File: config.mk
export PLATFORM = sky130hd
export DESIGN_NAME = hvsp_command_sequencer_unit
export DESIGN_NICKNAME = d
export VERILOG_FILES = /design/src/rtl/hvsp_pkg.sv /design/src/rtl/hvsp_front.sv /design/src/rtl/hvsp_job_fifo.sv /design/src/rtl/hvsp_back.sv /design/src/rtl/hvsp_command_sequencer_unit.sv
export SDC_FILE = /design/constraint.sdc
export NUM_CORES = 1
export LEC_CHECK = 0
export ABC_AREA = 1
export BUFFER_PORTS_ARGS = -buffer_cell sky130_fd_sc_hd__buf_2
export CORE_ASPECT_RATIO = 1.75
export CORE_UTILIZATION = 50
export CTS_BUF_LIST = sky130_fd_sc_hd__clkbuf_8
export CTS_CLUSTER_SIZE = 20
export DETAILED_ROUTE_END_ITERATION = 8
export HOLD_SLACK_MARGIN = 0.1
export PLACE_DENSITY = 0.71
export SLEW_MARGIN = 20
export SYNTH_ARGS = -nofsm -noshare
export SYNTH_HDL_FRONTEND = slang
export SYNTH_SLANG_ARGS = --single-unit
File: constraint.sdc
create_clock -name aclk -period 4.2 [get_ports aclk]
set_input_delay 0.42 -clock aclk [delete_from_list [all_inputs] [get_ports aclk]]
set_output_delay 0.42 -clock aclk [all_outputs]
set_load 0.01 [all_outputs]
File: src/rtl/hvsp_pkg.sv
// Shared types, operation codes and frame tables for the HVSP command sequencer.
package hvsp_pkg;

    // Depth of the job queue between front and back end
    localparam int unsigned JOB_QUEUE_DEPTH = 2;

    // Operation codes
    localparam logic [4:0] OP_SET_ADDRESS   = 5'd0;
    localparam logic [4:0] OP_CHIP_ERASE    = 5'd1;
    localparam logic [4:0] OP_FLASH_WR_ENT  = 5'd2;
    localparam logic [4:0] OP_EEP_WR_ENT    = 5'd3;
    localparam logic [4:0] OP_FLASH_LOAD    = 5'd4;
    localparam logic [4:0] OP_EEP_LOAD      = 5'd5;
    localparam logic [4:0] OP_FLASH_COMMIT  = 5'd6;
    localparam logic [4:0] OP_EEP_COMMIT    = 5'd7;
    localparam logic [4:0] OP_FLASH_WR_WORD = 5'd8;
    localparam logic [4:0] OP_EEP_WR_BYTE   = 5'd9;
    localparam logic [4:0] OP_FLASH_RD_ENT  = 5'd10;
    localparam logic [4:0] OP_EEP_RD_ENT    = 5'd11;
    localparam logic [4:0] OP_FLASH_RD_WORD = 5'd12;
    localparam logic [4:0] OP_EEP_RD_BYTE   = 5'd13;
    localparam logic [4:0] OP_LEAVE         = 5'd14;
    localparam logic [4:0] OP_FUSE_WRITE    = 5'd15;
    localparam logic [4:0] OP_LOCK_WRITE    = 5'd16;
    localparam logic [4:0] OP_FUSE_READ     = 5'd17;
    localparam logic [4:0] OP_LOCK_READ     = 5'd18;
    localparam logic [4:0] OP_SIG_READ      = 5'd19;
    localparam logic [4:0] OP_CAL_READ      = 5'd20;

    // Fuse select value that names no fuse
    localparam logic [1:0] FUSE_NONE = 2'd3;

    // Capture codes
    localparam logic [1:0] CAP_NONE = 2'd0;
    localparam logic [1:0] CAP_LOW  = 2'd1;
    localparam logic [1:0] CAP_HIGH = 2'd2;

    // Common instruction bytes
    localparam logic [7:0] INS_LOAD_CMD  = 8'h4C;
    localparam logic [7:0] INS_ADDR_LO   = 8'h0C;
    localparam logic [7:0] INS_ADDR_HI   = 8'h1C;
    localparam logic [7:0] INS_DATA_LO   = 8'h2C;
    localparam logic [7:0] INS_DATA_HI   = 8'h3C;
    localparam logic [7:0] INS_WR_LO_A   = 8'h64;
    localparam logic [7:0] INS_WR_LO_B   = 8'h6C;
    localparam logic [7:0] INS_RD_LO_A   = 8'h68;
    localparam logic [7:0] INS_RD_HI_A   = 8'h78;
    localparam logic [7:0] INS_HI_B      = 8'h7C;

    // Command bytes sent with the load-command instruction
    localparam logic [7:0] CMD_CHIP_ERASE = 8'h80;
    localparam logic [7:0] CMD_FLASH_WR   = 8'h10;
    localparam logic [7:0] CMD_EEP_WR     = 8'h11;
    localparam logic [7:0] CMD_FLASH_RD   = 8'h02;
    localparam logic [7:0] CMD_EEP_RD     = 8'h03;
    localparam logic [7:0] CMD_NOP        = 8'h00;
    localparam logic [7:0] CMD_FUSE_WR    = 8'h40;
    localparam logic [7:0] CMD_LOCK_WR    = 8'h20;
    localparam logic [7:0] CMD_FUSE_RD    = 8'h04;
    localparam logic [7:0] CMD_SIG_RD     = 8'h08;

    typedef struct packed {
        logic [4:0]  kind;
        logic [15:0] address;
        logic [7:0]  data_low;
        logic [7:0]  data_high;
        logic [1:0]  fuse_select;
        logic [7:0]  signature_index;
        logic        word_mode;
    } in_t;

    typedef struct packed {
        logic [7:0] instruction;
        logic [7:0] data_byte;
        logic       wait_ready;
        logic [1:0] capture;
        logic       last_frame;
    } out_t;

    // One classified operation with the state it sampled at acceptance
    typedef struct packed {
        logic [4:0] op;
        logic [7:0] addr_lo;
        logic [7:0] addr_hi;
        logic [7:0] page_hi;
        logic [7:0] data_low;
        logic [7:0] data_high;
        logic [1:0] fuse_select;
        logic [7:0] signature_index;
        logic       word_mode;
        logic       send_hi;
    } job_t;

    function automatic logic [7:0] fuse_write_a(input logic [1:0] sel);
        logic [7:0] v;
        case (sel)
            2'd0:    v = 8'h64;
            2'd1:    v = 8'h74;
            2'd2:    v = 8'h66;
            default: v = 8'h64;
        endcase
        return v;
    endfunction

    function automatic logic [7:0] fuse_write_b(input logic [1:0] sel);
        logic [7:0] v;
        case (sel)
            2'd0:    v = 8'h6C;
            2'd1:    v = 8'h7C;
            2'd2:    v = 8'h6E;
            default: v = 8'h6C;
        endcase
        return v;
    endfunction

    function automatic logic [7:0] fuse_read_a(input logic [1:0] sel);
        logic [7:0] v;
        case (sel)
            2'd0:    v = 8'h68;
            2'd1:    v = 8'h7A;
            2'd2:    v = 8'h6A;
            default: v = 8'h68;
        endcase
        return v;
    endfunction

    // Number of frames in a job's run
    function automatic logic [2:0] job_len(input job_t j);
        logic [2:0] n;
        case (j.op)
            OP_CHIP_ERASE:    n = 3'd3;
            OP_FLASH_WR_ENT:  n = j.word_mode ? 3'd2 : 3'd1;
            OP_EEP_WR_ENT:    n = 3'd1;
            OP_FLASH_LOAD:    n = 3'd7;
            OP_EEP_LOAD:      n = 3'd5;
            OP_FLASH_COMMIT:  n = 3'd3;
            OP_EEP_COMMIT:    n = 3'd2;
            OP_FLASH_WR_WORD: n = 3'd7;
            OP_EEP_WR_BYTE:   n = 3'd4;
            OP_FLASH_RD_ENT:  n = 3'd1;
            OP_EEP_RD_ENT:    n = 3'd1;
            OP_FLASH_RD_WORD: n = j.send_hi ? 3'd6 : 3'd5;
            OP_EEP_RD_BYTE:   n = 3'd4;
            OP_LEAVE:         n = 3'd1;
            OP_FUSE_WRITE:    n = 3'd4;
            OP_LOCK_WRITE:    n = 3'd4;
            OP_FUSE_READ:     n = 3'd3;
            OP_LOCK_READ:     n = 3'd3;
            OP_SIG_READ:      n = 3'd4;
            OP_CAL_READ:      n = 3'd4;
            default:          n = 3'd1;
        endcase
        return n;
    endfunction

    // Frame number idx of a job's run
    function automatic out_t frame_at(input job_t j, input logic [2:0] idx);
        out_t       f;
        logic [2:0] k;
        f = '0;
        k = idx;
        // a flash word read on the same page drops its high-address frame
        if (j.op == OP_FLASH_RD_WORD && !j.send_hi && idx != 3'd0) begin
            k = idx + 3'd1;
        end
        case (j.op)
            OP_CHIP_ERASE: begin
                case (k)
                    3'd0:    f.instruction = INS_LOAD_CMD;
                    3'd1:    f.instruction = INS_WR_LO_A;
                    default: f.instruction = INS_WR_LO_B;
                endcase
                if (k == 3'd0) f.data_byte = CMD_CHIP_ERASE;
                f.wait_ready = (k == 3'd2);
            end
            OP_FLASH_WR_ENT: begin
                if (k == 3'd0) begin
                    f.instruction = INS_LOAD_CMD;
                    f.data_byte   = CMD_FLASH_WR;
                end else begin
                    f.instruction = INS_ADDR_HI;
                    f.data_byte   = j.addr_hi;
                end
            end
            OP_EEP_WR_ENT: begin
                f.instruction = INS_LOAD_CMD;
                f.data_byte   = CMD_EEP_WR;
            end
            OP_FLASH_LOAD, OP_FLASH_WR_WORD: begin
                case (k)
                    3'd0: begin
                        f.instruction = INS_ADDR_LO;
                        f.data_byte   = j.addr_lo;
                    end
                    3'd1: begin
                        f.instruction = INS_DATA_LO;
                        f.data_byte   = j.data_low;
                    end
                    3'd2: f.instruction = (j.op == OP_FLASH_LOAD) ? 8'h6D : INS_WR_LO_A;
                    3'd3: f.instruction = INS_WR_LO_B;
                    3'd4: begin
                        f.instruction = INS_DATA_HI;
                        f.data_byte   = j.data_high;
                    end
                    3'd5: f.instruction = (j.op == OP_FLASH_LOAD) ? 8'h7D : 8'h74;
                    default: begin
                        f.instruction = INS_HI_B;
                        f.wait_ready  = (j.op == OP_FLASH_WR_WORD);
                    end
                endcase
            end
            OP_EEP_LOAD: begin
                case (k)
                    3'd0: begin
                        f.instruction = INS_ADDR_LO;
                        f.data_byte   = j.addr_lo;
                    end
                    3'd1: begin
                        f.instruction = INS_ADDR_HI;
                        f.data_byte   = j.addr_hi;
                    end
                    3'd2: begin
                        f.instruction = INS_DATA_LO;
                        f.data_byte   = j.data_low;
                    end
                    3'd3:    f.instruction = 8'h6D;
                    default: f.instruction = INS_WR_LO_B;
                endcase
            end
            OP_FLASH_COMMIT: begin
                case (k)
                    3'd0: begin
                        f.instruction = INS_ADDR_HI;
                        f.data_byte   = j.page_hi;
                    end
                    3'd1:    f.instruction = INS_WR_LO_A;
                    default: begin
                        f.instruction = INS_WR_LO_B;
                        f.wait_ready  = 1'b1;
                    end
                endcase
            end
            OP_EEP_COMMIT: begin
                f.instruction = (k == 3'd0) ? INS_WR_LO_A : INS_WR_LO_B;
                f.wait_ready  = (k != 3'd0);
            end
            OP_EEP_WR_BYTE: begin
                case (k)
                    3'd0: begin
                        f.instruction = INS_ADDR_LO;
                        f.data_byte   = j.addr_lo;
                    end
                    3'd1: begin
                        f.instruction = INS_DATA_LO;
                        f.data_byte   = j.data_low;
                    end
                    3'd2:    f.instruction = INS_WR_LO_A;
                    default: begin
                        f.instruction = INS_WR_LO_B;
                        f.wait_ready  = 1'b1;
                    end
                endcase
            end
            OP_FLASH_RD_ENT: begin
                f.instruction = INS_LOAD_CMD;
                f.data_byte   = CMD_FLASH_RD;
            end
            OP_EEP_RD_ENT: begin
                f.instruction = INS_LOAD_CMD;
                f.data_byte   = CMD_EEP_RD;
            end
            OP_FLASH_RD_WORD, OP_EEP_RD_BYTE: begin
                case (k)
                    3'd0: begin
                        f.instruction = INS_ADDR_LO;
                        f.data_byte   = j.addr_lo;
                    end
                    3'd1: begin
                        f.instruction = INS_ADDR_HI;
                        f.data_byte   = j.addr_hi;
                    end
                    3'd2: f.instruction = INS_RD_LO_A;
                    3'd3: begin
                        f.instruction = INS_WR_LO_B;
                        f.capture     = CAP_LOW;
                    end
                    3'd4:    f.instruction = INS_RD_HI_A;
                    default: begin
                        f.instruction = INS_HI_B;
                        f.capture     = CAP_HIGH;
                    end
                endcase
            end
            OP_LEAVE: begin
                f.instruction = INS_LOAD_CMD;
                f.data_byte   = CMD_NOP;
            end
            OP_FUSE_WRITE, OP_LOCK_WRITE: begin
                case (k)
                    3'd0: begin
                        f.instruction = INS_LOAD_CMD;
                        f.data_byte   = (j.op == OP_FUSE_WRITE) ? CMD_FUSE_WR : CMD_LOCK_WR;
                    end
                    3'd1: begin
                        f.instruction = INS_DATA_LO;
                        f.data_byte   = j.data_low;
                    end
                    3'd2: begin
                        f.instruction = (j.op == OP_FUSE_WRITE) ?
                                        fuse_write_a(j.fuse_select) : INS_WR_LO_A;
                    end
                    default: begin
                        f.instruction = (j.op == OP_FUSE_WRITE) ?
                                        fuse_write_b(j.fuse_select) : INS_WR_LO_B;
                        f.wait_ready  = 1'b1;
                    end
                endcase
            end
            OP_FUSE_READ, OP_LOCK_READ: begin
                case (k)
                    3'd0: begin
                        f.instruction = INS_LOAD_CMD;
                        f.data_byte   = CMD_FUSE_RD;
                    end
                    3'd1: begin
                        f.instruction = (j.op == OP_FUSE_READ) ?
                                        fuse_read_a(j.fuse_select) : INS_RD_HI_A;
                    end
                    default: begin
                        f.instruction = (j.op == OP_FUSE_READ) ?
                                        fuse_write_b(j.fuse_select) : INS_WR_LO_B;
                        f.capture     = CAP_LOW;
                    end
                endcase
            end
            OP_SIG_READ, OP_CAL_READ: begin
                case (k)
                    3'd0: begin
                        f.instruction = INS_LOAD_CMD;
                        f.data_byte   = CMD_SIG_RD;
                    end
                    3'd1: begin
                        f.instruction = INS_ADDR_LO;
                        f.data_byte   = (j.op == OP_SIG_READ) ? j.signature_index : 8'h00;
                    end
                    3'd2: f.instruction = (j.op == OP_SIG_READ) ? INS_RD_LO_A : INS_RD_HI_A;
                    default: begin
                        f.instruction = (j.op == OP_SIG_READ) ? INS_WR_LO_B : INS_HI_B;
                        f.capture     = CAP_LOW;
                    end
                endcase
            end
            default: f = '0;
        endcase
        f.last_frame = (idx == job_len(j) - 3'd1);
        return f;
    endfunction

endpackage

File: src/rtl/hvsp_front.sv
// Front end: accepts operations, tracks address state and classifies them into jobs.
module hvsp_front (
    input  logic               aclk,
    input  logic               aresetn,
    input  logic               s_valid,
    output logic               s_ready,
    input  hvsp_pkg::in_t      s_data,
    input  logic               queue_full,
    output logic               push,
    output hvsp_pkg::job_t     push_job
);
    import hvsp_pkg::*;

    logic [15:0] word_address_reg;
    logic [15:0] page_start_reg;
    logic [7:0]  last_read_page_reg;
    logic        s_fire;
    logic        has_frames;
    logic        send_hi;

    assign s_ready = !queue_full;
    assign s_fire  = s_valid && s_ready;

    // classify: does this operation produce any frame
    always_comb begin
        has_frames = 1'b0;
        if (s_data.kind inside {[OP_CHIP_ERASE:OP_CAL_READ]}) begin
            has_frames = 1'b1;
        end
        if ((s_data.kind == OP_FUSE_WRITE || s_data.kind == OP_FUSE_READ) &&
            s_data.fuse_select == FUSE_NONE) begin
            has_frames = 1'b0;
        end
    end

    assign send_hi = (word_address_reg[15:8] != last_read_page_reg);

    // build the job from the operation and the sampled state
    always_comb begin
        push_job.op              = s_data.kind;
        push_job.addr_lo         = word_address_reg[7:0];
        push_job.addr_hi         = word_address_reg[15:8];
        push_job.page_hi         = page_start_reg[15:8];
        push_job.data_low        = s_data.data_low;
        push_job.data_high       = s_data.data_high;
        push_job.fuse_select     = s_data.fuse_select;
        push_job.signature_index = s_data.signature_index;
        push_job.word_mode       = s_data.word_mode;
        push_job.send_hi         = send_hi;
    end

    assign push = s_fire && has_frames;

    // advance address state on each accepted transaction
    always_ff @(posedge aclk) begin
        if (!aresetn) begin
            word_address_reg   <= '0;
            page_start_reg     <= '0;
            last_read_page_reg <= 8'hFF;
        end else if (s_fire) begin
            case (s_data.kind)
                OP_SET_ADDRESS: begin
                    word_address_reg <= s_data.address;
                    page_start_reg   <= s_data.address;
                end
                OP_FLASH_WR_ENT: page_start_reg <= word_address_reg;
                OP_FLASH_RD_ENT: last_read_page_reg <= 8'hFF;
                OP_FLASH_RD_WORD: begin
                    word_address_reg   <= word_address_reg + 16'd1;
                    last_read_page_reg <= word_address_reg[15:8];
                end
                OP_FLASH_LOAD, OP_EEP_LOAD, OP_FLASH_WR_WORD, OP_EEP_WR_BYTE,
                OP_EEP_RD_BYTE: begin
                    word_address_reg <= word_address_reg + 16'd1;
                end
                default: ;
            endcase
        end
    end

    // set address loads the running address
    a_set_address: assert property (@(posedge aclk) disable iff (!aresetn)
        (s_fire && s_data.kind == OP_SET_ADDRESS) |=>
            (word_address_reg == $past(s_data.address)))
        else $error("set address did not load the word address");

endmodule

File: src/rtl/hvsp_job_fifo.sv
// Job queue between the front end and the frame sequencer.
module hvsp_job_fifo #(
    parameter int unsigned DEPTH = hvsp_pkg::JOB_QUEUE_DEPTH
) (
    input  logic           aclk,
    input  logic           aresetn,
    input  logic           push,
    input  hvsp_pkg::job_t push_job,
    output logic           full,
    input  logic           pop,
    output logic           head_valid,
    output hvsp_pkg::job_t head_job
);
    import hvsp_pkg::*;

    localparam int unsigned PTR_W = (DEPTH > 1) ? $clog2(DEPTH) : 1;
    localparam int unsigned CNT_W = $clog2(DEPTH + 1);

    job_t             slot_reg [DEPTH];
    logic [PTR_W-1:0] wr_ptr_reg;
    logic [PTR_W-1:0] rd_ptr_reg;
    logic [CNT_W-1:0] count_reg;

    assign full       = (count_reg == CNT_W'(DEPTH));
    assign head_valid = (count_reg != '0);
    assign head_job   = slot_reg[rd_ptr_reg];

    // hold job payloads
    always_ff @(posedge aclk) begin
        if (push) begin
            slot_reg[wr_ptr_reg] <= push_job;
        end
    end

    // advance pointers and count
    always_ff @(posedge aclk) begin
        if (!aresetn) begin
            wr_ptr_reg <= '0;
            rd_ptr_reg <= '0;
            count_reg  <= '0;
        end else begin
            if (push) begin
                wr_ptr_reg <= (wr_ptr_reg == PTR_W'(DEPTH - 1)) ? '0 : wr_ptr_reg + 1'b1;
            end
            if (pop) begin
                rd_ptr_reg <= (rd_ptr_reg == PTR_W'(DEPTH - 1)) ? '0 : rd_ptr_reg + 1'b1;
            end
            if (push && !pop) begin
                count_reg <= count_reg + 1'b1;
            end else if (pop && !push) begin
                count_reg <= count_reg - 1'b1;
            end
        end
    end

    a_no_overflow: assert property (@(posedge aclk) disable iff (!aresetn)
        !(push && full))
        else $error("job pushed into a full queue");

    a_no_underflow: assert property (@(posedge aclk) disable iff (!aresetn)
        pop |-> head_valid)
        else $error("job popped from an empty queue");

endmodule

File: src/rtl/hvsp_back.sv
// Back end: walks each queued job frame by frame into the output register.
module hvsp_back (
    input  logic           aclk,
    input  logic           aresetn,
    input  logic           head_valid,
    input  hvsp_pkg::job_t head_job,
    output logic           pop,
    output logic           m_valid,
    input  logic           m_ready,
    output hvsp_pkg::out_t m_data
);
    import hvsp_pkg::*;

    logic [2:0] idx_reg;
    logic       m_valid_reg;
    out_t       m_data_reg;
    out_t       frame;
    logic       fire;

    assign frame = frame_at(head_job, idx_reg);
    assign fire  = head_valid && (!m_valid_reg || m_ready);
    assign pop   = fire && frame.last_frame;

    assign m_valid = m_valid_reg;
    assign m_data  = m_data_reg;

    // load the output register whenever it is free or being drained
    always_ff @(posedge aclk) begin
        if (fire) begin
            m_data_reg <= frame;
        end
    end

    // step through the run; drop valid once the transaction is taken
    always_ff @(posedge aclk) begin
        if (!aresetn) begin
            idx_reg     <= '0;
            m_valid_reg <= 1'b0;
        end else begin
            if (fire) begin
                m_valid_reg <= 1'b1;
                idx_reg     <= frame.last_frame ? 3'd0 : idx_reg + 3'd1;
            end else if (m_ready) begin
                m_valid_reg <= 1'b0;
            end
        end
    end

    a_idx_in_run: assert property (@(posedge aclk) disable iff (!aresetn)
        head_valid |-> (idx_reg < job_len(head_job)))
        else $error("frame index ran past the end of the job");

    a_capture_code: assert property (@(posedge aclk) disable iff (!aresetn)
        m_valid_reg |-> (m_data_reg.capture != 2'd3))
        else $error("undefined capture code on output");

endmodule

File: src/rtl/hvsp_command_sequencer_unit.sv
// Top level of the HVSP command sequencer: front end, job queue and frame sequencer.
// Each accepted operation yields its run of one to seven high-voltage serial frames,
// one frame per clock cycle into the output register while m_ready does not stall it
// (seven frames for a flash paged load or word write). The front end takes one
// operation per cycle while the job queue (QUEUE_DEPTH entries) has room; set
// address, an unknown code and a fuse operation with fuse select three are
// accepted and emit nothing. The running word address, page start and last read
// page are updated as operations enter, so no frame depends on a later operation.
// There is no clearing pass after reset.
module hvsp_command_sequencer_unit #(
    parameter int unsigned QUEUE_DEPTH = hvsp_pkg::JOB_QUEUE_DEPTH
) (
    input  logic           aclk,
    input  logic           aresetn,
    input  logic           s_valid,
    output logic           s_ready,
    input  hvsp_pkg::in_t  s_data,
    output logic           m_valid,
    input  logic           m_ready,
    output hvsp_pkg::out_t m_data
);
    import hvsp_pkg::*;

    logic push;
    logic pop;
    logic queue_full;
    logic head_valid;
    job_t push_job;
    job_t head_job;

    hvsp_front u_front (
        .aclk       (aclk),
        .aresetn    (aresetn),
        .s_valid    (s_valid),
        .s_ready    (s_ready),
        .s_data     (s_data),
        .queue_full (queue_full),
        .push       (push),
        .push_job   (push_job)
    );

    hvsp_job_fifo #(
        .DEPTH (QUEUE_DEPTH)
    ) u_queue (
        .aclk       (aclk),
        .aresetn    (aresetn),
        .push       (push),
        .push_job   (push_job),
        .full       (queue_full),
        .pop        (pop),
        .head_valid (head_valid),
        .head_job   (head_job)
    );

    hvsp_back u_back (
        .aclk       (aclk),
        .aresetn    (aresetn),
        .head_valid (head_valid),
        .head_job   (head_job),
        .pop        (pop),
        .m_valid    (m_valid),
        .m_ready    (m_ready),
        .m_data     (m_data)
    );

endmodule
==> metrics.cfg <==
[power]
peakVddDrop_v=0.000409
power.leakage_nw=4.26
power.density_mw_per_mm2=530

[critical_path]
worst_path_max_delay_cell=nor2_1
cp_common_cell=nand2_1
crit_type=reg -> reg
cp-start-kind=register
critPathTopFamily=simple AND/OR/NAND/NOR gates
critPathMaxStageDelay_ns=0.72
cp_num_buf_inv=2
path_cells=inv_4, nand2_1, nand2_2, nand3_2, nor2_1, nor2_1, nand2_1, nor2_1, nand2_1, nand2_1, inv_1, ha_1, xor2_1, nand2_1, nor2_2, nand3_2, ha_1, a21oi_1, o21ai_0, o21ai_0, a21oi_1
end_kind=register
critical_path_arrival_ns=3.98
cp_max_fo=15
worstPathRequired_ns=4.56

[placed_design]
placed_cells=1323
dp_slack_ns=0.632
gp_congestion=0.995
placed_area_mm2=0.00960
io_buffers=72
detailed_place_hpwl_um=17100

[layout]
final_cells=1355
antenna_cells=0
layout-drive-gt1-share_pct=16.4
stdcell_area_mm2=0.0100
largest_reg_flops=114
syn_to_final_growth_pct=10.5
layout.nets=1170

[logic_synthesis]
netlist.area_leader.share_pct=44.1
syn_inst=1049
ys_types=50
syn_area_mm2=0.00906
yosys-top-cells-area=edfxtp_1, nand2_1, dfxtp_1
synth.net_count=1108
yosysTopAreaCell=edfxtp_1
ys_dominant_reg_cell=edfxtp_1
yosysSeqAreaShare_pct=53.1
synth-async-reset-ratio_pct=0
avgSynthCellArea_um2=8.64
yosys_warnings=0
ys_seq_elements=174
synth_edf_count=133

[timing]
setup_slack_ns=0.577
final-setup-viol-count=0
fmax_mhz=276
slew_violations=0
rsz0062_at_grt=no
hold_viol=0
fin_worst_skew_ns=0.0181
maxSlewHeadroom_pct=38.0
worst_pin_slew_ns=0.926
fin_crit_sh_pct=86.3
fin_crit_ns=3.62
tns_ns=0

[clock_network]
htreeDepth=4
ctsHoldBuffers=0
clkLatencyLatePin_ns=0.47
clk_path_buf_depth=2
cts_tree=yes
ctsResizeCount=0
root_buffer=clkbuf_8
cts_setup_buffers=0
cts_buffers=17
cts_sinks=174
clk_pin_slew_worst_paths_ns=0.10

[job]
max_cap_viol_count=0

[detailed_routing]
vias=7326
via_per_inst=5.41
drcViolationCount=0
drt-initial-drc-count=397
routed_wl_um=23100
first_pass_iters=5
wl_per_cell_um=17.1
antenna_left=0

[die]
dieArea_mm2=0.0187
die_height_um=180
core_mm2=0.0176
ioPinCount=74
start_util_pct=51.4
die_w_um=104
num_rows=64

[grt]
antenna_found_initial=0
grt_max_degree=51
grt_pass1_vias=7199
grtUsageTotal_pct=25.7
grt-ovfl-total=0
grt_pass1_wl_um=36900

[worst_hold_path]
hold_start=s_data[15]
hold_class=in -> reg

[status]
status=complete, no violations

[path summary, 6_finish.rpt]
path / slack [ns] / end / depth (start not counted)
setup / recovery: 0.58 / u_queue.count_reg[1]$_SDFFE_PN0P_ / 21
hold / removal: 0.14 / u_queue.slot_reg[0][16]$_DFFE_PP_ / 1
setup reg to reg: 0.58 / u_queue.count_reg[1]$_SDFFE_PN0P_ / 21
hold reg to reg: 0.46 / u_queue.slot_reg[0][33]$_DFFE_PP_ / 0
[metrics by stage]
stage,util (%),hold WS (ns),power [mW]
finish,56.8,0.138,5.31
global route,56.8,0.115,5.61
CTS,56.8,0.117,5.32
detailed placement,54.5,0.430,4.15
global placement,54.5,0.430,4.14
floorplan,-,0.420,3.62
[synth_stat cells (4+ instances only)]
cell	count
nand3_2	6
nand2_4	9
ha_1	7
o22ai_1	12
nand3_1	73
or2_2	4
nand2_2	18
edfxtp_1	133
buf_6	8
buf_2	4
inv_1	67
a21oi_1	31
xnor2_1	7
nor2_1	85
o21ai_0	40
nor2_4	4
a31oi_1	10
nand2_1	374
a221oi_1	6
nor3_1	11
o21ai_1	5
nand4_1	15
xor2_1	9
dfxtp_1	41
nor2_2	8
clkbuf_1	23
[cell families after synthesis]
| family | Yosys count | share of synthesized area, % |
|---|---|---|
| AOI/OAI and AO/OA | 116 | 7.46 |
| xor gates and xnor gates | 16 | 1.55 |
| adders and majority gates | 7 | 0.967 |
| buffers and inverters | 112 | 5.51 |
| DFF | 174 | 53.1 |
| muxes | 3 | 0.332 |
| other | 1 | 0.0414 |
| and+or+nand+nor | 620 | 31.0 |
[power breakdown]
part           internal [mW]  leakage (nW)  switching [mW]
combinational          0.533          2.48            1.36
sequential              2.13          1.58          0.0927
clock                  0.502         0.206           0.686
total                   3.17          4.26            2.14
[per-layer routing]
layer	vias to the layer above	global-route usage, %	wire length [um]	share of wire, %
met5	-	0	0	0
met4	0	17.1	1320	5.7
met3	77	3.62	910	3.9
met2	230	47.5	12500	54
met1	3376	26.6	8450	37
li1	3643	-	-	-
[worst register-to-register path: stages, from the launching register on]
cell and delay [ns]:
dfxtp_2 0.42, inv_4 0.17, nand2_1 0.09, nand2_2 0.14
nand3_2 0.12, nor2_1 0.72, nor2_1 0.11, nand2_1 0.10
nor2_1 0.04, nand2_1 0.06, nand2_1 0.06, inv_1 0.06
ha_1 0.23, xor2_1 0.14, nand2_1 0.08, nor2_2 0.14
nand3_2 0.11, ha_1 0.31, a21oi_1 0.11, o21ai_0 0.11
o21ai_0 0.15, a21oi_1 0.05
[final cells by class]
class | instances | area [um^2]
Inverter | 72 | 273
Clock buffer | 17 | 234
Sequential cell | 174 | 4820
Clock inverter | 15 | 173
Fill cell | 1646 | 7610
Timing Repair Buffer | 83 | 455
Multi-Input combinational cell | 763 | 3770
Tap cell | 231 | 289
[layout by cell type (no fill, tap or decap), types with 10 or more instances in the layout]
master      n
buf_4      10
inv_1      67
nand2_2    18
nand3_1    73
edfxtp_1  133
clkbuf_8   17
a31oi_1    10
buf_2      72
nand4_1    15
a21oi_1    30
o22ai_1    12
dfxtp_1    40
nor3_1     10
nor2_1     82
nand2_1   374
o21ai_0    40
Note: power is estimated with default switching activity, not from simulation.
